`src/cefr_pkg.sv`:
```
package cefr_pkg;

  localparam int unsigned RING_DEPTH_DEF = 2048;

  // operation codes carried in tuser
  localparam logic [1:0] OP_HEADER = 2'd0;
  localparam logic [1:0] OP_SAMPLE = 2'd1;
  localparam logic [1:0] OP_DRAIN  = 2'd2;

  // result status codes
  localparam logic [1:0] ST_OK     = 2'd0;
  localparam logic [1:0] ST_DROP   = 2'd1;
  localparam logic [1:0] ST_IGNORE = 2'd2;

  // configuration register indexes
  localparam logic [1:0] REG_SYNC_FIRST  = 2'd0;
  localparam logic [1:0] REG_SYNC_SECOND = 2'd1;
  localparam logic [1:0] REG_EVENT_TYPE  = 2'd2;

  localparam logic [15:0] CRC_INIT = 16'hFFFF;
  localparam logic [15:0] CRC_POLY = 16'h1021;

  // byte positions inside a header burst
  localparam logic [4:0] HDR_FIRST_CRC = 5'd2;
  localparam logic [4:0] HDR_LAST_DATA = 5'd18;
  localparam logic [4:0] HDR_LAST_CRC  = 5'd20;

  typedef enum logic [1:0] {
    CMD_NONE,
    CMD_HEADER,
    CMD_SAMPLE,
    CMD_DRAIN
  } cmd_kind_e;

  // work handed from the front end to the back end
  typedef struct packed {
    cmd_kind_e   kind;
    logic [1:0]  status;
    logic [10:0] pending;
    logic [31:0] dropped;
    logic [31:0] seq_num;
    logic [31:0] time_ms;
    logic [31:0] temp_mc;
    logic [7:0]  first_ch;
    logic [7:0]  ch_count;
    logic [10:0] plen;
    logic [15:0] sample;
    logic        close;
  } cmd_t;

  typedef struct packed {
    logic [31:0] dropped;
    logic [10:0] pending;
    logic [7:0]  out_byte;
    logic        byte_valid;
    logic [1:0]  status;
  } result_t;

  function automatic logic [15:0] crc16_byte(input logic [15:0] crc, input logic [7:0] b);
    logic [15:0] c;
    c = crc ^ {b, 8'h00};
    for (int k = 0; k < 8; k++) begin
      if (c[15]) begin
        c = {c[14:0], 1'b0} ^ CRC_POLY;
      end else begin
        c = {c[14:0], 1'b0};
      end
    end
    return c;
  endfunction

endpackage

```
`src/cefr_queue.sv`:
```
module cefr_queue import cefr_pkg::*; (
  input  logic clk_i,
  input  logic rst_ni,
  input  logic push_valid_i,
  output logic push_ready_o,
  input  cmd_t push_cmd_i,
  output logic pop_valid_o,
  input  logic pop_i,
  output cmd_t pop_cmd_o
);

  cmd_t       entry_q [2];
  logic       wr_q, rd_q;
  logic [1:0] cnt_q;
  logic       do_push, do_pop;

  assign push_ready_o = (cnt_q != 2'd2);
  assign pop_valid_o  = (cnt_q != 2'd0);
  assign pop_cmd_o    = entry_q[rd_q];
  assign do_push      = push_valid_i && push_ready_o;
  assign do_pop       = pop_i && pop_valid_o;

  always_ff @(posedge clk_i) begin
    if (do_push) begin
      entry_q[wr_q] <= push_cmd_i;
    end
  end

  always_ff @(posedge clk_i or negedge rst_ni) begin
    if (!rst_ni) begin
      wr_q  <= 1'b0;
      rd_q  <= 1'b0;
      cnt_q <= '0;
    end else begin
      if (do_push) begin
        wr_q <= ~wr_q;
      end
      if (do_pop) begin
        rd_q <= ~rd_q;
      end
      cnt_q <= cnt_q + {1'b0, do_push} - {1'b0, do_pop};
    end
  end

endmodule

```
`config.mk`:
```
export PLATFORM = sky130hd
export DESIGN_NAME = cefr_queue
export DESIGN_NICKNAME = d
export VERILOG_FILES = /design/src/cefr_pkg.sv /design/src/cefr_queue.sv
export SDC_FILE = /design/constraint.sdc
export NUM_CORES = 1
export LEC_CHECK = 0
export BUFFER_PORTS_ARGS = -buffer_cell sky130_fd_sc_hd__buf_2
export CORE_MARGIN = 4
export CORE_UTILIZATION = 50
export DETAILED_ROUTE_END_ITERATION = 6
export PLACE_DENSITY = 0.76
export RECOVER_POWER = 25
export SETUP_SLACK_MARGIN = 0.4
export SLEW_MARGIN = 25
export SYNTH_ARGS = -nofsm -noshare
export SYNTH_HDL_FRONTEND = slang
export SYNTH_SLANG_ARGS = --single-unit
```
`constraint.sdc`:
```
create_clock -name clk_i -period 11.4 [get_ports clk_i]
set_clock_uncertainty 0.05 [all_clocks]
set_input_delay 0.57 -clock clk_i [delete_from_list [all_inputs] [get_ports clk_i]]
set_output_delay 0.57 -clock clk_i [all_outputs]
set_load 0.02 [all_outputs]
```
==> results of run 1 <==
-- sequential cells by signal, indices dropped and copies added (netlist names) --
| name | count |
|---|---|
| cnt_q | 2 |
| entry_q | 374 |
| rd_q | 1 |
| wr_q | 1 |
-- stage by stage --
stage	hold slack (ns)	power (uW)	setup slack, ns	utilization [%]	instances
final	0.190	4790	6.88	63.1	1409
after floorplan	0.224	3280	2.10	-	599
after CTS	0.165	4850	6.53	63.1	1406
after global routing	0.161	5010	6.61	63.1	1409
after global placement	0.331	3660	7.09	58.8	1340
after detailed placement	0.333	3680	7.09	58.8	1340
-- final cells by class --
class                   instances  area share, %
multi-input cells             199           14.8
clock buffers                  49           6.01
inverters                       1         0.0214
diodes                          2         0.0286
clock inverters                16          0.678
well taps                     378           2.70
repair buffers                386           11.1
flip-flops and latches        378           64.7
-- layout by cell type (no fill, tap or decap), drive strengths merged, types with 3 or more instances in the layout --
master,netlist,final
xnor2,3,3
mux2,187,187
clkinv,0,9
edfxtp,374,374
inv,1,4
dfrtp,4,4
clkinvlp,0,3
clkbuf,0,79
buf,21,355
-- worst paths after layout --
kind / endpoint / slack (ns) / cells after the start
worst min register to register: cnt_q[0]$_DFF_PN0_ / 0.47 / 1
worst max register to register: entry_q[1][144]$_DFFE_PP_ / 8.80 / 3
min in group asynchronous: rd_q$_DFFE_PN0P_ / 0.34 / 2
worst min-delay path: entry_q[1][28]$_DFFE_PP_ / 0.19 / 1
worst max-delay path: pop_cmd_o[8] / 6.88 / 5
max in group asynchronous: rd_q$_DFFE_PN0P_ / 10.82 / 2
-- worst max-delay path, stage by stage, from the launching register on --
cell and delay [ns]:
dfrtp_4 0.65, buf_16 0.31, buf_4 0.83, buf_4 0.91, mux2_2 0.42, buf_2 0.16
-- power groups by stage --
stage	Combinational [uW]	Sequential, uW	Clock (uW)
6_report	1640	1990	1160
3_5_place_dp	1620	2060	0
4_1_cts	1630	2030	1190
2_1_floorplan	1220	2060	0
3_3_place_gp	1620	2040	0
5_1_grt	1740	2020	1250
-- kinds of logic after synthesis --
group | synth area share [%]
muxes | 17.6
adders and majority gates | 0.177
xor gates and xnor gates | 0.248
buffers and inverters | 1.44
and+or+nand+nor | 0.231
DFF | 80.3
-- per-layer routing --
metal	vias up	track usage (%)	routed length [um]
met5	-	0	91
met4	14	5.07	658
met3	63	7.75	3110
met2	315	29.4	13900
met1	3372	19.8	10100
li1	3212	-	-
==> key figures, run 1 <==
Floorplan
  • Die span in x: 176 um
  • Initial Utilization: 50.8%
  • Row cnt: 61
  • Top-Level Pins: 380
  • Die Height: 176 um
  • Core area: 27,800 sq um
  • Full die area: 31,000 sq um

Route
  • DRT Pass-1 Iters: 4
  • Vias/cell: 4.95
  • Drt wl/cell: 19.8 um
  • DRC Markers: 0
  • DR iter-0 viols: 371
  • Vias: 6,976
  • Routed WL: 27,800 um
  • Antenna-violating nets left: 0

Cells and area
  • Footprint of the multi-input gates: 2590 sq um
  • Final net count: 1,197
  • Finished Cell Area: 17,500 sq um
  • Layout fillers: 2,013
  • Share of cells above drive strength 1: 58.3%
  • Register area: 11,300 sq um
  • Area grow syn2layout: 24.2%

Power and ir drop
  • Int Pwr: 3250 uW
  • Clock power share: 24.2%
  • Comb pwr share: 34.3%
  • Worst-case vdd ir drop: 293 uV
  • PwrDens: 273 nW/um^2
  • Static Leak: 0.00675 uW
  • Switching share of power: 32.0%
  • Sequential Power Share: 41.6%
  • Switching power: 1530 uW

Place
  • PortBufs: 379
  • Placed inst area: 16,300 sq um
  • Hpwl dp: 18,800 um
  • RePlAce Congestion: 0.744

Yosys
  • Synthesized area: 14,100 sq um
  • EDFF count, synth: 374
  • FFs w/ async S/R, synth: 1.06%
  • Register area share after synthesis: 80.3%
  • Main area contributors after synthesis: edfxtp_1, mux2_4, mux2_2
  • Distinct cells, synth: 16
  • Synth top area share: 79.6%
  • Commonest cells in the netlist: edfxtp_1, mux2_4, mux2_2, buf_6, buf_2
  • Most numerous cell in the Yosys netlist: edfxtp_1
  • Area leader, netlist: edfxtp_1
  • Cells after synthesis: 599
  • Avg Cell Area, Syn: 23.6 sq um
  • Yosys warning count: 0
  • Top_reg_cell synth: edfxtp_1
  • Synth Register Bits: 378
  • Mapped Nets: 792

Hold path
  • Worst Min Path Start: push_cmd_i[28]
  • Worst min-delay path class: in -> reg

STA
  • Min Clock Period, post-route: 4.52 ns
  • Final TNS setup: 0 ns
  • RSZ-0062 raised after global routing: false
  • Worst slew pin tran: 1.03 ns
  • Final worst path period share: 39.6%
  • Fmax: 0.221 GHz
  • Relative slew margins: 31.5%
  • Pins Over Slew Limit: 0
  • Final setup fails: 0
  • Final hold violations: 0

Clock tree
  • CTS Hold Bufs: 1
  • CTS resizes: 0
  • Post-CTS setup buffers: 0
  • CTS root buffer: clkbuf_16
  • Worst-path clk slew: 0.06 ns
  • Clock tree buffer depth: 3
  • H-tree levels: 2
  • Clk sinks: 378
  • Clock latency on the worst-skew pair: 0.51 ns
  • CTS buffer count: 38
  • CTS tree: done

Critical path
  • Worst endpoint required time: 10.78 ns
  • Crit end category: output pin
  • Startpoint Class: flop
  • Setup CP Type: reg -> out
  • Crit path from: rd_q$_DFFE_PN0P_
  • R2R Path Start: cnt_q[1]$_DFF_PN0_
  • Critical path fanouts, max: 57
  • Worst Path Arrival: 3.90 ns

Global routing
  • Total grt overflow: 0
  • Vias in the first global route: 7,415
  • Antenna violations before repair: 10
  • Largest net degree at the start of global routing: 170
  • All-Layer GR Usage: 17.3%
  • First-pass GRT wire length: 41,100 um

Outcome
  • Status: completed

Flow run
  • Total of max-cap violations: 0
(Power assumes the default switching activity.)
==> run 2, diff against run 1 <==
- CORE_UTILIZATION: 50 -> 47
- PLACE_DENSITY: 0.76 -> 0.74
- clock period: 11.4 -> 3.6 ns (I/O delays scaled with it)
==> key figures, run 2 (synthesis gave the netlist of run 1 again) <==
Outcome
  • Status: completed (unchanged)

Route
  • DR iter-0 viols: 451 (was 371)
  • Drt wl/cell: 19.3 um (was 19.8 um)
  • Routed WL: 31,300 um (was 27,800 um)
  • DRT Pass-1 Iters: 4 (unchanged)
  • Antenna-violating nets left: 0 (unchanged)
  • DRC Markers: 0 (unchanged)
  • Vias: 7,879 (was 6,976)
  • Vias/cell: 4.86 (was 4.95)

Place
  • Placed inst area: 16,500 sq um (was 16,300 sq um)
  • Hpwl dp: 18,900 um (was 18,800 um)
  • Pre-CTS WS: 1.39 ns (was 7.09 ns)
  • PortBufs: 379 (unchanged)
  • DP Cell Count: 1,361 (was 1,340)
  • RePlAce Congestion: 0.767 (was 0.744)

Power and ir drop
  • PwrDens: 793 nW/um^2 (was 273 nW/um^2)
  • Worst-case vdd ir drop: 555 uV (was 293 uV)
  • Static Leak: 0.00745 uW (was 0.00675 uW)

Flow run
  • Total of max-cap violations: 0 (unchanged)

Cells and area
  • Utilization after layout: 65.7% (was 63.1%)
  • Area grow syn2layout: 38.0% (was 24.2%)
  • Finished Cell Area: 19,500 sq um (was 17,500 sq um)
  • Top Registers: entry_q x374, cnt_q x2 (unchanged)
  • Final net count: 1,396 (was 1,197)
  • Share of cells above drive strength 1: 44.6% (was 58.3%)
  • Final non-filler cell total: 1,621 (was 1,409)
  • Biggest register: entry_q (unchanged)
  • Highest-count cells in the layout ignoring fill and taps: edfxtp_1, buf_2, dlygate4sd3_1 (was edfxtp_1, buf_2, mux2_4)
  • Max FFs per register: 374 (unchanged)
  • Most common cell after layout, fill and taps aside: edfxtp_1 (unchanged)

STA
  • Final TNS setup: 0 ns (unchanged)
  • Pins Over Slew Limit: 0 (unchanged)
  • Final setup fails: 0 (unchanged)
  • Final setup margin: 0.876 ns (was 6.88 ns)
  • Final worst path period share: 75.7%
  • Relative slew margins: 44.6% (was 31.5%)
  • Worst slew pin tran: 0.831 ns (was 1.03 ns)
  • RSZ-0062 raised after global routing: false (unchanged)
  • Fmax: 0.367 GHz
  • Min Clock Period, post-route: 2.72 ns
  • Final hold violations: 0 (unchanged)

Critical path
  • Critical path fanouts, max: 53 (was 57)
  • Worst endpoint required time: 3.37 ns (was 10.78 ns)
  • Setup CP Type: reg -> out (unchanged)
  • Startpoint Class: flop (unchanged)
  • Crit end category: output pin (unchanged)
  • Worst Path Arrival: 2.49 ns (was 3.90 ns)

Floorplan
  • Die span in x: 181 um (was 176 um)
  • Initial Utilization: 47.6% (was 50.8%)
  • Core area: 29,600 sq um (was 27,800 sq um)
  • Row cnt: 63 (was 61)
  • Top-Level Pins: 380 (unchanged)
  • Die Height: 181 um (was 176 um)
  • Full die area: 32,900 sq um (was 31,000 sq um)

Global routing
  • Largest net degree at the start of global routing: 102 (was 170)
  • Vias in the first global route: 8,731 (was 7,415)
  • Antenna violations before repair: 1 (was 10)
  • First-pass GRT wire length: 48,300 um (was 41,100 um)
  • Total grt overflow: 0 (unchanged)
  • All-Layer GR Usage: 18.6% (was 17.3%)

Hold path
  • Worst min-delay path class: in -> reg (unchanged)

Clock tree
  • Clock tree buffer depth: 3 (unchanged)
  • CTS tree: done (unchanged)
  • Worst-path clk slew: 0.06 ns (about the same)
  • CTS resizes: 0 (unchanged)
  • CTS buffer count: 39 (was 38)
  • CTS root buffer: clkbuf_16 (unchanged)
  • H-tree levels: 2 (unchanged)
  • Clock latency on the worst-skew pair: 0.50 ns (was 0.51 ns)
  • Clk sinks: 378 (unchanged)
==> run 2: cell type report <==
class | instances | area [sq um]
Timing Repair Buffer | 584 | 3880
Antenna cell | 1 | 2.50
Inverter | 1 | 3.75
Sequential cell | 378 | 11300
Clock inverter | 14 | 75.1
Tap cell | 390 | 488
Multi-Input combinational cell | 199 | 2610
Fill cell | 1992 | 10200
Clock buffer | 54 | 1090
==> run 2: critical path, cell delays in order (launching register included) <==
cell and delay, ns:
dfrtp_4 0.94, buf_12 0.39, mux2_2 0.39, buf_2 0.16
==> run 2: path summary, 6_finish.rpt <==
check / to / depth (start not counted) / slack, ns / startpoint
worst max register to register: entry_q[1][119]$_DFFE_PP_ / 3 / 1.51 / cnt_q[1]$_DFF_PN0_
worst min register to register: cnt_q[0]$_DFF_PN0_ / 1 / 0.49 / cnt_q[0]$_DFF_PN0_
worst max-delay path: pop_cmd_o[26] / 3 / 0.88 / rd_q$_DFFE_PN0P_
min in group asynchronous: cnt_q[0]$_DFF_PN0_ / 3 / 0.56 / rst_ni
worst min-delay path: entry_q[1][43]$_DFFE_PP_ / 2 / 0.35 / push_cmd_i[43]
max in group asynchronous: rd_q$_DFFE_PN0P_ / 3 / 2.73 / rst_ni
==> run 2: where the power goes <==
part           total, uW  switching [uW]  internal, uW
Combinational       5420            3090          2330
Clock               3650            1530          2130
Sequential          6380             366          6020
==> run 2: per-layer routing <==
metal / global-route usage (%) / share of wire [%] / vias up
met3: 5.23 / 7.8 / 45
li1: - / - / 3595
met4: 4.95 / 2.0 / 0
met5: 0 / 0 / -
met1: 22.3 / 37 / 3887
met2: 33.1 / 53 / 352
==> run 2: through the flow <==
step / power [uW] / hold slack [ns]
6_report: 15500 / 0.352
5_1_grt: 16200 / 0.326
4_1_cts: 15600 / 0.314
3_5_place_dp: 11700 / -0.0545
3_3_place_gp: 11600 / -0.0572
2_1_floorplan: 10200 / -0.166
==> run 2: repair_timing <==
item,4_1_cts,5_1_grt
hold buffers,191,0
endpoints found under the hold margin,380,0
setup buffers,0,0
