<file path="src/cefr_pkg.sv">
package cefr_pkg;

  localparam int unsigned RING_DEPTH_DEF = 2048;

  // operation codes carried in tuser
  localparam logic [1:0] OP_HEADER = 2'd0;
  localparam logic [1:0] OP_SAMPLE = 2'd1;
  localparam logic [1:0] OP_DRAIN  = 2'd2;

  // result status codes
  localparam logic [1:0] ST_OK     = 2'd0;
  localparam logic [1:0] ST_DROP   = 2'd1;
  localparam logic [1:0] ST_IGNORE = 2'd2;

  // configuration register indexes
  localparam logic [1:0] REG_SYNC_FIRST  = 2'd0;
  localparam logic [1:0] REG_SYNC_SECOND = 2'd1;
  localparam logic [1:0] REG_EVENT_TYPE  = 2'd2;

  localparam logic [15:0] CRC_INIT = 16'hFFFF;
  localparam logic [15:0] CRC_POLY = 16'h1021;

  // byte positions inside a header burst
  localparam logic [4:0] HDR_FIRST_CRC = 5'd2;
  localparam logic [4:0] HDR_LAST_DATA = 5'd18;
  localparam logic [4:0] HDR_LAST_CRC  = 5'd20;

  typedef enum logic [1:0] {
    CMD_NONE,
    CMD_HEADER,
    CMD_SAMPLE,
    CMD_DRAIN
  } cmd_kind_e;

  // work handed from the front end to the back end
  typedef struct packed {
    cmd_kind_e   kind;
    logic [1:0]  status;
    logic [10:0] pending;
    logic [31:0] dropped;
    logic [31:0] seq_num;
    logic [31:0] time_ms;
    logic [31:0] temp_mc;
    logic [7:0]  first_ch;
    logic [7:0]  ch_count;
    logic [10:0] plen;
    logic [15:0] sample;
    logic        close;
  } cmd_t;

  typedef struct packed {
    logic [31:0] dropped;
    logic [10:0] pending;
    logic [7:0]  out_byte;
    logic        byte_valid;
    logic [1:0]  status;
  } result_t;

  function automatic logic [15:0] crc16_byte(input logic [15:0] crc, input logic [7:0] b);
    logic [15:0] c;
    c = crc ^ {b, 8'h00};
    for (int k = 0; k < 8; k++) begin
      if (c[15]) begin
        c = {c[14:0], 1'b0} ^ CRC_POLY;
      end else begin
        c = {c[14:0], 1'b0};
      end
    end
    return c;
  endfunction

endpackage

</file>
<file path="src/cefr_front.sv">
module cefr_front import cefr_pkg::*; #(
  parameter int unsigned RING_DEPTH = RING_DEPTH_DEF
) (
  input  logic         clk_i,
  input  logic         rst_ni,
  input  logic         in_valid_i,
  output logic         in_ready_o,
  input  logic [1:0]   op_i,
  input  logic [31:0]  seq_num_i,
  input  logic [31:0]  time_ms_i,
  input  logic [31:0]  temp_mc_i,
  input  logic [7:0]   first_ch_i,
  input  logic [7:0]   ch_count_i,
  input  logic         has_high_gain_i,
  input  logic [15:0]  sample_i,
  output logic         cmd_valid_o,
  input  logic         cmd_ready_i,
  output cmd_t         cmd_o
);

  localparam int unsigned PW = $clog2(RING_DEPTH);
  localparam int unsigned CW = ((PW > 11) ? PW : 11) + 1;
  localparam logic [CW-1:0] MAX_USED = CW'(RING_DEPTH - 1);

  logic [PW-1:0] used_q, used_d;
  logic [8:0]    words_q, words_d;
  logic          open_q, open_d;
  logic [31:0]   drop_q, drop_d;

  logic          accept;
  logic [8:0]    hdr_words;
  logic [CW-1:0] need, used_w, used_n;
  logic [10:0]   plen;
  cmd_t          cmd;

  assign accept     = in_valid_i && cmd_ready_i;
  assign in_ready_o = cmd_ready_i;
  assign used_w     = CW'(used_q);

  assign hdr_words = has_high_gain_i ? {ch_count_i, 1'b0} : {1'b0, ch_count_i};
  assign plen      = 11'd14 + {1'b0, hdr_words, 1'b0};
  // sync, type and length, payload, crc
  assign need      = CW'(plen) + CW'(7);

  always_comb begin
    used_n  = used_w;
    words_d = words_q;
    open_d  = open_q;
    drop_d  = drop_q;
    cmd          = '0;
    cmd.kind     = CMD_NONE;
    cmd.status   = ST_IGNORE;
    cmd.seq_num  = seq_num_i;
    cmd.time_ms  = time_ms_i;
    cmd.temp_mc  = temp_mc_i;
    cmd.first_ch = first_ch_i;
    cmd.ch_count = ch_count_i;
    cmd.plen     = plen;
    cmd.sample   = sample_i;
    unique case (op_i)
      OP_HEADER: begin
        if (!open_q) begin
          if (used_w + need > MAX_USED) begin
            drop_d     = drop_q + 32'd1;
            cmd.status = ST_DROP;
          end else begin
            cmd.kind   = CMD_HEADER;
            cmd.status = ST_OK;
            cmd.close  = (hdr_words == 9'd0);
            if (hdr_words == 9'd0) begin
              used_n = used_w + CW'(21);
            end else begin
              used_n  = used_w + CW'(19);
              words_d = hdr_words;
              open_d  = 1'b1;
            end
          end
        end
      end
      OP_SAMPLE: begin
        if (open_q) begin
          cmd.kind   = CMD_SAMPLE;
          cmd.status = ST_OK;
          words_d    = words_q - 9'd1;
          if (words_q == 9'd1) begin
            cmd.close = 1'b1;
            open_d    = 1'b0;
            used_n    = used_w + CW'(4);
          end else begin
            used_n = used_w + CW'(2);
          end
        end
      end
      OP_DRAIN: begin
        if (used_q != '0) begin
          cmd.kind   = CMD_DRAIN;
          cmd.status = ST_OK;
          used_n     = used_w - CW'(1);
        end
      end
      default: begin
      end
    endcase
    used_d      = used_n[PW-1:0];
    cmd.pending = used_n[10:0];
    cmd.dropped = drop_d;
  end

  assign cmd_valid_o = in_valid_i;
  assign cmd_o       = cmd;

  always_ff @(posedge clk_i or negedge rst_ni) begin
    if (!rst_ni) begin
      used_q  <= '0;
      words_q <= '0;
      open_q  <= 1'b0;
      drop_q  <= '0;
    end else if (accept) begin
      used_q  <= used_d;
      words_q <= words_d;
      open_q  <= open_d;
      drop_q  <= drop_d;
    end
  end

  a_used_bound: assert property (@(posedge clk_i) disable iff (!rst_ni)
    used_w <= MAX_USED)
    else $error("ring occupancy beyond capacity");

  a_closed_no_words: assert property (@(posedge clk_i) disable iff (!rst_ni)
    !open_q |-> words_q == 9'd0)
    else $error("words left while no frame open");

  a_open_has_words: assert property (@(posedge clk_i) disable iff (!rst_ni)
    open_q |-> words_q != 9'd0)
    else $error("open frame with no words left");

endmodule

</file>
<file path="config.mk">
export PLATFORM = sky130hd
export DESIGN_NAME = cefr_front
export DESIGN_NICKNAME = d
export VERILOG_FILES = /design/src/cefr_pkg.sv /design/src/cefr_front.sv
export SDC_FILE = /design/constraint.sdc
export NUM_CORES = 1
export LEC_CHECK = 0
export BUFFER_PORTS_ARGS = -buffer_cell sky130_fd_sc_hd__buf_4
export CORE_AREA = 2 2 127 129
export CTS_CLUSTER_DIAMETER = 200
export DETAILED_ROUTE_END_ITERATION = 16
export DIE_AREA = 0 0 129 131
export GPL_ROUTABILITY_DRIVEN = 0
export PLACE_DENSITY = 0.7
export RECOVER_POWER = 100
export SLEW_MARGIN = 20
export SYNTH_ARGS = -nofsm -noshare
export SYNTH_HDL_FRONTEND = slang
export SYNTH_SLANG_ARGS = --single-unit
</file>
<file path="constraint.sdc">
create_clock -name clk_i -period 6.2 [get_ports clk_i]
set_input_delay 0.31 -clock clk_i [delete_from_list [all_inputs] [get_ports clk_i]]
set_output_delay 0.31 -clock clk_i [all_outputs]
set_load 0.03 [all_outputs]
</file>
==> results.ini, run 1 <==
[outcome]
status=finished, violations left
violations=capacitance limit, slew limit

[global_route]
grt_max_degree=54
grt_first_pass_wirelength_um=23720
grt_use_total=0.1751
antenna_found_initial=0
overflow=0
grt_pass1_vias=4625

[detailed_routing]
wire_per_inst_um=16.65
dr.pass1.iters=6
drc=0
vias=4951
routed_wl_um=14950
antenna_left=0
vias_per_cell=5.513
drt-initial-drc-count=544

[timing]
worstMarginPinSlew_ns=3.019
setup_violations=0
report.final.slew_viol_count=54
maxSlewHeadroom=-1.013
rsz0062_at_grt=no
finalCritPeriodShare=0.8630
fin_ws_ns=0.8495
hold_violations=0
max_freq_mhz=186.9
finClkSkew_ns=0.01223
fin_tns_setup_ns=0
min_period_ns=5.351

[cts]
clk_path_buf_depth=2
cts_post_setup_buffers_inserted=0
htree_levels=2
path_clk_slew_ns=0.07
cts_sinks=53
hold_buffers=0
cts-resized-gates=0
clock_latency_ns=0.31
cts_buffers=5
root_buffer=clkbuf_16
tritoncts=built

[logic_synthesis]
yosysUniqueCellTypes=78
syn-instance-count=747
synth_nets=914
ys_ff_latch=53
syn_area_um2=6003
synth_edf_count=0
synth_top_flop_cell=dfrtp_1
yosysSeqAreaShare=0.2209
synth-async-reset-ratio=1.000
yosys_warnings=0
avgSynthCellArea_um2=8.036

[floorplan]
initial_core_util=0.3849
die_w_um=129
fp-row-count=46
die_area_um2=16900
core_um2=15600
ios=324
chipHeight_um=131

[job]
maxCapViolCount=1

[finish]
fin_nets=848
utilization=0.3667
layout_commonest_cell=nand2_1
drive_above_1_share=0.08211
stdcell_area_um2=5719
n_antenna_cell=0
layout_common_cells=nand2_1 (78), nor2_1 (72), clkbuf_1 (58)
syn_to_final_growth_pct=-4.731

[worst_setup_path]
r2r-start=used_q[2]
r2r_cells=11
startpoint_type=input pin
cp-end-kind=primary output
r2r-end=words_q[6]
critPathKind=in2out
path_max_fanout=17
arrival_ns=5.04
r2r_slack_ns=2.53
required_ns=5.89

[pwr]
swShare=0.4347
p_clk_frac=0.233
irDropWorstVdd_uv=109.3
power_density_nw_per_um2=225.5
power_leakage_nw=2.411
power.internal_mw=0.7290
comb_power_share=0.417
p_seq_frac=0.350
switching_power_mw=0.5606

[placement]
port_buffers=82
dpl.hpwl_um=11100
placed_area_um2=5819
dp_slack_ns=1.383

[worst_hold_path]
whs_endpoint=words_q[1]
hp-start=ch_count_i[0]
hold_path_depth=5
min_path_type=in2reg

area by class of cell:
type	count	area [um^2]
Timing Repair Buffer	86	427.9
Clock buffer	5	125.1
Clock inverter	3	26.28
Fill cell	1632	9878
Tap cell	216	270.3
Multi-Input combinational cell	510	3450
Sequential cell	53	1326
Inverter	25	93.84
logic make-up after synthesis:
group / count (synthesis) / share of synthesized area
xor+xnor: 75 / 0.1094
fa+ha+maj: 32 / 0.06920
mux: 13 / 0.02209
other cells: 1 / 0.0006247
flops: 53 / 0.2209
buf+inv: 184 / 0.1988
compound gates: 131 / 0.1538
simple gates: 258 / 0.2251
synth_stat cells, drive strengths merged, types with 11 or more instances:
library cell | count | share of area
nand3 | 19 | 0.017
xnor2 | 50 | 0.073
o21ai | 31 | 0.026
nor4 | 11 | 0.021
nor3 | 17 | 0.018
buf | 140 | 0.17
xor2 | 25 | 0.036
a21oi | 24 | 0.020
nand2 | 79 | 0.050
mux2i | 11 | 0.018
dfrtp | 53 | 0.22
clkbuf | 19 | 0.012
inv | 25 | 0.016
ha | 30 | 0.063
nand4 | 12 | 0.018
nor2 | 72 | 0.045
routing by layer:
layer / share of wire / track usage
met3: 0.067 / 0.03461
met4: 0.029 / 0.08440
met1: 0.42 / 0.2238
met2: 0.48 / 0.2848
met5: 0 / 0
power groups by stage:
| stage | clock [mW] | combinational, mW | sequential (mW) |
|---|---|---|---|
| finish | 0.300 | 0.538 | 0.451 |
| global route | 0.323 | 0.597 | 0.459 |
| CTS | 0.312 | 0.563 | 0.449 |
| detailed placement | 0 | 0.559 | 0.455 |
| global placement | 0 | 0.550 | 0.456 |
| floorplan | 0 | 0.569 | 0.425 |
metrics by stage:
stage | hold slack [ns] | power [mW] | instances
3_5_place_dp | 0.4229 | 1.014 | 890
3_3_place_gp | 0.4186 | 1.006 | 890
4_1_cts | 0.09070 | 1.324 | 898
6_report | 0.4446 | 1.290 | 898
2_1_floorplan | 0.01441 | 0.9941 | 747
5_1_grt | 0.4923 | 1.379 | 898
flip-flops by register name, indices dropped and copies added (netlist names):
| register | flops |
|---|---|
| drop_q | 32 |
| used_q | 11 |
| open_q | 1 |
| words_q | 9 |
worst max-delay path, stage by stage:
cell and delay, ns:
clkbuf_1 0.62, mux2i_1 0.21, ha_1 0.25, and2_0 0.18
nor2_1 0.20, nand2_1 0.08, a32o_1 0.28, ha_1 0.28
ha_1 0.29, o21ai_0 0.08, o21bai_1 0.36, mux2_1 0.41
o31ai_2 0.45, o21ai_0 0.37, a311oi_1 0.35, a21oi_1 0.07
clkbuf_1 0.23
worst max path at each step:
stage                       to             from  slack, ns  cells after the start
floorplan           cmd_o[145]  has_high_gain_i       0.90                     18
global placement    cmd_o[168]  has_high_gain_i       1.48                     21
detailed placement  cmd_o[168]  has_high_gain_i       1.38                     21
CTS                 cmd_o[168]  has_high_gain_i       1.36                     21
global route        cmd_o[158]  has_high_gain_i       0.47                     20
finish              cmd_o[181]  has_high_gain_i       0.85                     17
Power figures use the tool's default switching activity.
==> run 2, diff against run 1 <==
--- a/config.mk
+++ b/config.mk
@@ -6,12 +6,12 @@
 export NUM_CORES = 1
 export LEC_CHECK = 0
 export BUFFER_PORTS_ARGS = -buffer_cell sky130_fd_sc_hd__buf_4
-export CORE_AREA = 2 2 127 129
+export CORE_ASPECT_RATIO = 0.7
+export CORE_UTILIZATION = 42
 export CTS_CLUSTER_DIAMETER = 200
 export DETAILED_ROUTE_END_ITERATION = 16
-export DIE_AREA = 0 0 129 131
 export GPL_ROUTABILITY_DRIVEN = 0
-export PLACE_DENSITY = 0.7
+export PLACE_DENSITY = 0.78
 export RECOVER_POWER = 100
 export SLEW_MARGIN = 20
 export SYNTH_ARGS = -nofsm -noshare
==> constraint.sdc (replaced) <==
create_clock -name clk_i -period 4.6 [get_ports clk_i]
set_input_delay 0.23 -clock clk_i [delete_from_list [all_inputs] [get_ports clk_i]]
set_output_delay 0.23 -clock clk_i [all_outputs]
set_load 0.03 [all_outputs]
==> results.ini, run 2 (synthesis gave the netlist of run 1 again) <==
[worst_hold_path]
hold_path_depth=4
min_path_type=in2reg

[worst_setup_path]
crit_end=cmd_o[172]
r2r-end=drop_q[15]
critPathMaxStageDelay_ns=0.53
path_buf_inv=3
cpMostUsedCell=buf_4
path_max_fanout=15
r2r-start=used_q[2]
cp-end-kind=primary output
critPathLaunch=has_high_gain_i
crit_cells=16
startpoint_type=input pin
arrival_ns=4.15
r2r_slack_ns=0.97
r2r_cells=12
critPathKind=in2out
critPathTopFamily=simple AND/OR/NAND/NOR gates
crit_chain=buf_4 -> buf_4 -> mux2i_1 -> and2_1 -> nor2_1 -> xnor2_1 -> ha_1 -> ha_1 -> a21o_1 -> a21o_1 -> or4_4 -> a31o_2 -> mux2_2 -> nor2_4 -> xnor2_2 -> buf_4
slowest_stage=or4_4
required_ns=4.37

[cts]
path_clk_slew_ns=0.07
htree_levels=2
hold_buffers=0
cts_buffers=5
root_buffer=clkbuf_16
tritoncts=built
clk_path_buf_depth=2
clock_latency_ns=0.29
cts_sinks=53

[outcome]
status=finished, violations left
violations=capacitance limit, slew limit

[detailed_routing]
dr.pass1.iters=6
antenna_left=0
vias_per_cell=5.698
drt-initial-drc-count=584
drc=0
routed_wl_um=16380
vias=5026
wire_per_inst_um=18.57

[global_route]
grt_max_degree=54
overflow=0
antenna_found_initial=0
grt_use_total=0.2228
grt_first_pass_wirelength_um=24980
grt_pass1_vias=4393

[floorplan]
initial_core_util=0.4313
die_w_um=144.9
core_um2=13920
ios=324
chipHeight_um=102.0
die_area_um2=14780
fp-row-count=36

[pwr]
irDropWorstVdd_uv=295.1
power_density_nw_per_um2=297.6
power_mw=1.865
power_leakage_nw=2.788

[finish]
regMostFlops=drop_q
seq_area_um2=1326
multi_input_area_um2=3781
syn_to_final_growth_pct=4.418
fin_nets=858
fill_cells=1391
n_antenna_cell=0
utilization=0.4504
reg_top3=drop_q x32, used_q x11, words_q x9
drive_above_1_share=0.2081
layout_common_cells=buf_4 (78), nand2_1 (77), nor2_1 (70)
layout_commonest_cell=buf_4
stdcell_area_um2=6269
largest_reg_flops=32

[placement]
port_buffers=82
dpl.hpwl_um=12380
placed_area_um2=6115

[timing]
fin_tns_setup_ns=0
setup_violations=0
hold_violations=0
min_period_ns=4.376
maxSlewHeadroom=-1.123
worstMarginPinSlew_ns=3.184
finClkSkew_ns=0.006111
finalCritPeriodShare=0.9513
max_freq_mhz=228.5
hold-worst-slack_ns=0.3982
report.final.slew_viol_count=54

[job]
maxCapViolCount=1

## run 2: power by group
group          total, mW  leakage (nW)  switching (mW)  internal (mW)
Sequential         0.609         0.661          0.0913          0.517
Clock              0.459        0.0831           0.187          0.272
Combinational      0.797          2.04           0.500          0.298
Total               1.87          2.79           0.778           1.09
## run 2: timing repair
item                       4_1_cts  5_1_grt
buffers inserted                 0        2
resized for setup                0        9
setup endpoints to repair        0       48
## run 2: area by class of cell
type,count,area share
multi-input cells,510,0.6032
flip-flops and latches,53,0.2116
repair buffers,96,0.1042
well taps,190,0.03792
clock buffers,6,0.02216
inverters,25,0.01497
clock inverters,2,0.005988
## run 2: how the worst min path moves through the flow
stage,from,end,slack [ns]
after floorplan,rst_ni,drop_q[0],-0.07
after global placement,rst_ni,words_q[0],0.35
after detailed placement,rst_ni,words_q[0],0.36
after CTS,rst_ni,used_q[2],0.04
after global routing,ch_count_i[5],words_q[5],0.41
final,ch_count_i[5],words_q[5],0.40
## run 2: through the flow
step	setup WS, ns	std cells
floorplan	0.01252	747
global placement	0.2192	872
detailed placement	0.01651	872
CTS	0.04023	880
global route	-0.02866	882
finish	0.2242	882
## run 2: per-layer routing
layer,part of all wire,track usage,vias to the layer above
met4,0.0057,0.03401,2
met2,0.37,0.2626,316
met3,0.15,0.1087,22
met5,0.0019,0.01645,-
li1,-,-,2338
met1,0.48,0.3482,2348
## run 2: worst register-to-register path, cell delays in order, from the launching register on
cell	delay [ns]
dfrtp_1	0.51
inv_1	0.21
ha_1	0.32
inv_1	0.05
fa_1	0.41
a21oi_1	0.15
nor2_1	0.12
o211ai_1	0.29
nand4_1	0.24
buf_4	0.23
nor2_1	0.62
nand4_1	0.20
xnor2_1	0.16
==> run 3, diff against run 2 <==
--- a/config.mk
+++ b/config.mk
@@ -5,7 +5,7 @@
 export SDC_FILE = /design/constraint.sdc
 export NUM_CORES = 1
 export LEC_CHECK = 0
-export BUFFER_PORTS_ARGS = -buffer_cell sky130_fd_sc_hd__buf_4
+export BUFFER_PORTS_ARGS = -buffer_cell sky130_fd_sc_hd__buf_2
 export CORE_ASPECT_RATIO = 0.7
 export CORE_UTILIZATION = 42
 export CTS_CLUSTER_DIAMETER = 200
==> results.ini, run 3 (synthesis gave the netlist of run 1 again) <==
[placement]
port_buffers=82
placed_area_um2=5902
dpl.hpwl_um=12430

[finish]
seq_area_um2=1326
n_antenna_cell=0
regMostFlops=drop_q
fin_nets=858
layout_common_cells=nand2_1 (77), buf_2 (71), nor2_1 (67)
reg_top3=drop_q x32, used_q x11, words_q x9
largest_reg_flops=32
stdcell_area_um2=6141
utilization=0.4412
drive_above_1_share=0.2312
multi_input_area_um2=3827
layout_commonest_cell=nand2_1
fill_cells=1407
syn_to_final_growth_pct=2.293

[timing]
finalCritPeriodShare=0.9590
hold_violations=0
hold-worst-slack_ns=0.4363
worstMarginPinSlew_ns=3.185
setup_violations=0
min_period_ns=4.412
max_freq_mhz=226.7
report.final.slew_viol_count=54
finClkSkew_ns=0.008483
maxSlewHeadroom=-1.124
fin_tns_setup_ns=0

[worst_hold_path]
hp-start=has_high_gain_i
min_path_type=in2reg
whs_endpoint=words_q[1]
hold_path_depth=5

[global_route]
grt_use_total=0.2291
overflow=0
grt_pass1_vias=4522
grt_first_pass_wirelength_um=25740
grt_max_degree=54
antenna_found_initial=0

[detailed_routing]
antenna_left=0
wire_per_inst_um=18.88
dr.pass1.iters=6
drc=0
drt-initial-drc-count=530
routed_wl_um=16650
vias_per_cell=5.813
vias=5127

[worst_setup_path]
startpoint_type=input pin
cp-end-kind=primary output
r2r-start=used_q[2]
required_ns=4.37
r2r_slack_ns=0.87
arrival_ns=4.18
critPathLaunch=ch_count_i[0]
path_max_fanout=6
r2r-end=words_q[6]
critPathKind=in2out
r2r_cells=11

[pwr]
power.internal_mw=1.006
p_seq_frac=0.340
comb_power_share=0.435
irDropWorstVdd_uv=292.6
p_clk_frac=0.225
swShare=0.4459
power_leakage_nw=2.774
power_density_nw_per_um2=295.6
switching_power_mw=0.8093

[floorplan]
die_area_um2=14780
core_um2=13920
chipHeight_um=102.0
fp-row-count=36
die_w_um=144.9
ios=324
initial_core_util=0.4313

[cts]
root_buffer=clkbuf_16
clock_latency_ns=0.30
tritoncts=built
htree_levels=2
path_clk_slew_ns=0.08
hold_buffers=0
cts_buffers=5
cts_sinks=53
clk_path_buf_depth=2

[outcome]
status=finished, violations left
violations=capacitance limit, slew limit

[job]
maxCapViolCount=1

[run 3: cell types whose count changed in the layout (fill, tap and decap cells not counted), sizes merged]
cell and delta:
clkbuf -8, buf +7, bufinv -1, clkinv +1, inv +1
[run 3: worst max-delay path: stages]
cell and delay (ns):
buf_2 0.14, nor2b_2 0.20, inv_1 0.10, ha_1 0.23, and2_1 0.18, nor2_2 0.14
nand2_1 0.07, a32o_1 0.27, ha_1 0.28, ha_1 0.29, o21ai_0 0.10, o21bai_2 0.32
mux2_2 0.43, o31ai_4 0.21, buf_4 0.19, nand2_1 0.09, a32o_1 0.32, mux2i_4 0.20
buf_2 0.20
[run 3: power groups by stage]
| stage | logic (mW) | clock network [mW] | registers [mW] |
|---|---|---|---|
| after floorplan | 0.775 | 0 | 0.572 |
| after global placement | 0.726 | 0 | 0.614 |
| after detailed placement | 0.749 | 0 | 0.616 |
| after CTS | 0.758 | 0.419 | 0.608 |
| after global routing | 0.863 | 0.436 | 0.625 |
| final | 0.790 | 0.408 | 0.617 |
[run 3: area by class of cell]
cell class | instances | share of cell area
Inverter | 25 | 0.01528
Sequential cell | 53 | 0.2160
Tap cell | 190 | 0.03871
Multi-Input combinational cell | 510 | 0.6233
Clock buffer | 5 | 0.02037
Timing Repair Buffer | 96 | 0.08231
Clock inverter | 3 | 0.004075
[run 3: metal layers]
metal / part of all wire / track usage / wire (um) / vias up
li1: - / - / - / 2347
met1: 0.47 / 0.3489 / 7766 / 2388
met2: 0.38 / 0.2807 / 6243 / 351
met3: 0.15 / 0.1162 / 2428 / 39
met4: 0.011 / 0.02996 / 179 / 2
met5: 0.0019 / 0.01645 / 31 / -
[run 3: metrics by stage]
step	power (mW)	setup WS, ns	cells
after floorplan	1.347	0.01252	747
after global placement	1.340	0.05657	871
after detailed placement	1.365	-0.1835	871
after CTS	1.785	0.04322	880
after global routing	1.924	-0.02341	882
final	1.815	0.1884	882
[run 3: timing repair]
action	CTS	global route
hold endpoints to repair	0	0
setup endpoints to repair	25	56
setup buffers	1	2
pin swaps	1	4
gates resized for setup	2	17
[run 3: worst max path at each step]
stage / endpoint / slack [ns] / depth (start not counted)
6_report: cmd_o[182] / 0.19 / 19
5_1_grt: cmd_o[167] / -0.02 / 18
4_1_cts: cmd_o[166] / 0.04 / 19
3_5_place_dp: cmd_o[166] / -0.18 / 19
3_3_place_gp: cmd_o[177] / 0.06 / 18
2_1_floorplan: cmd_o[165] / 0.01 / 18
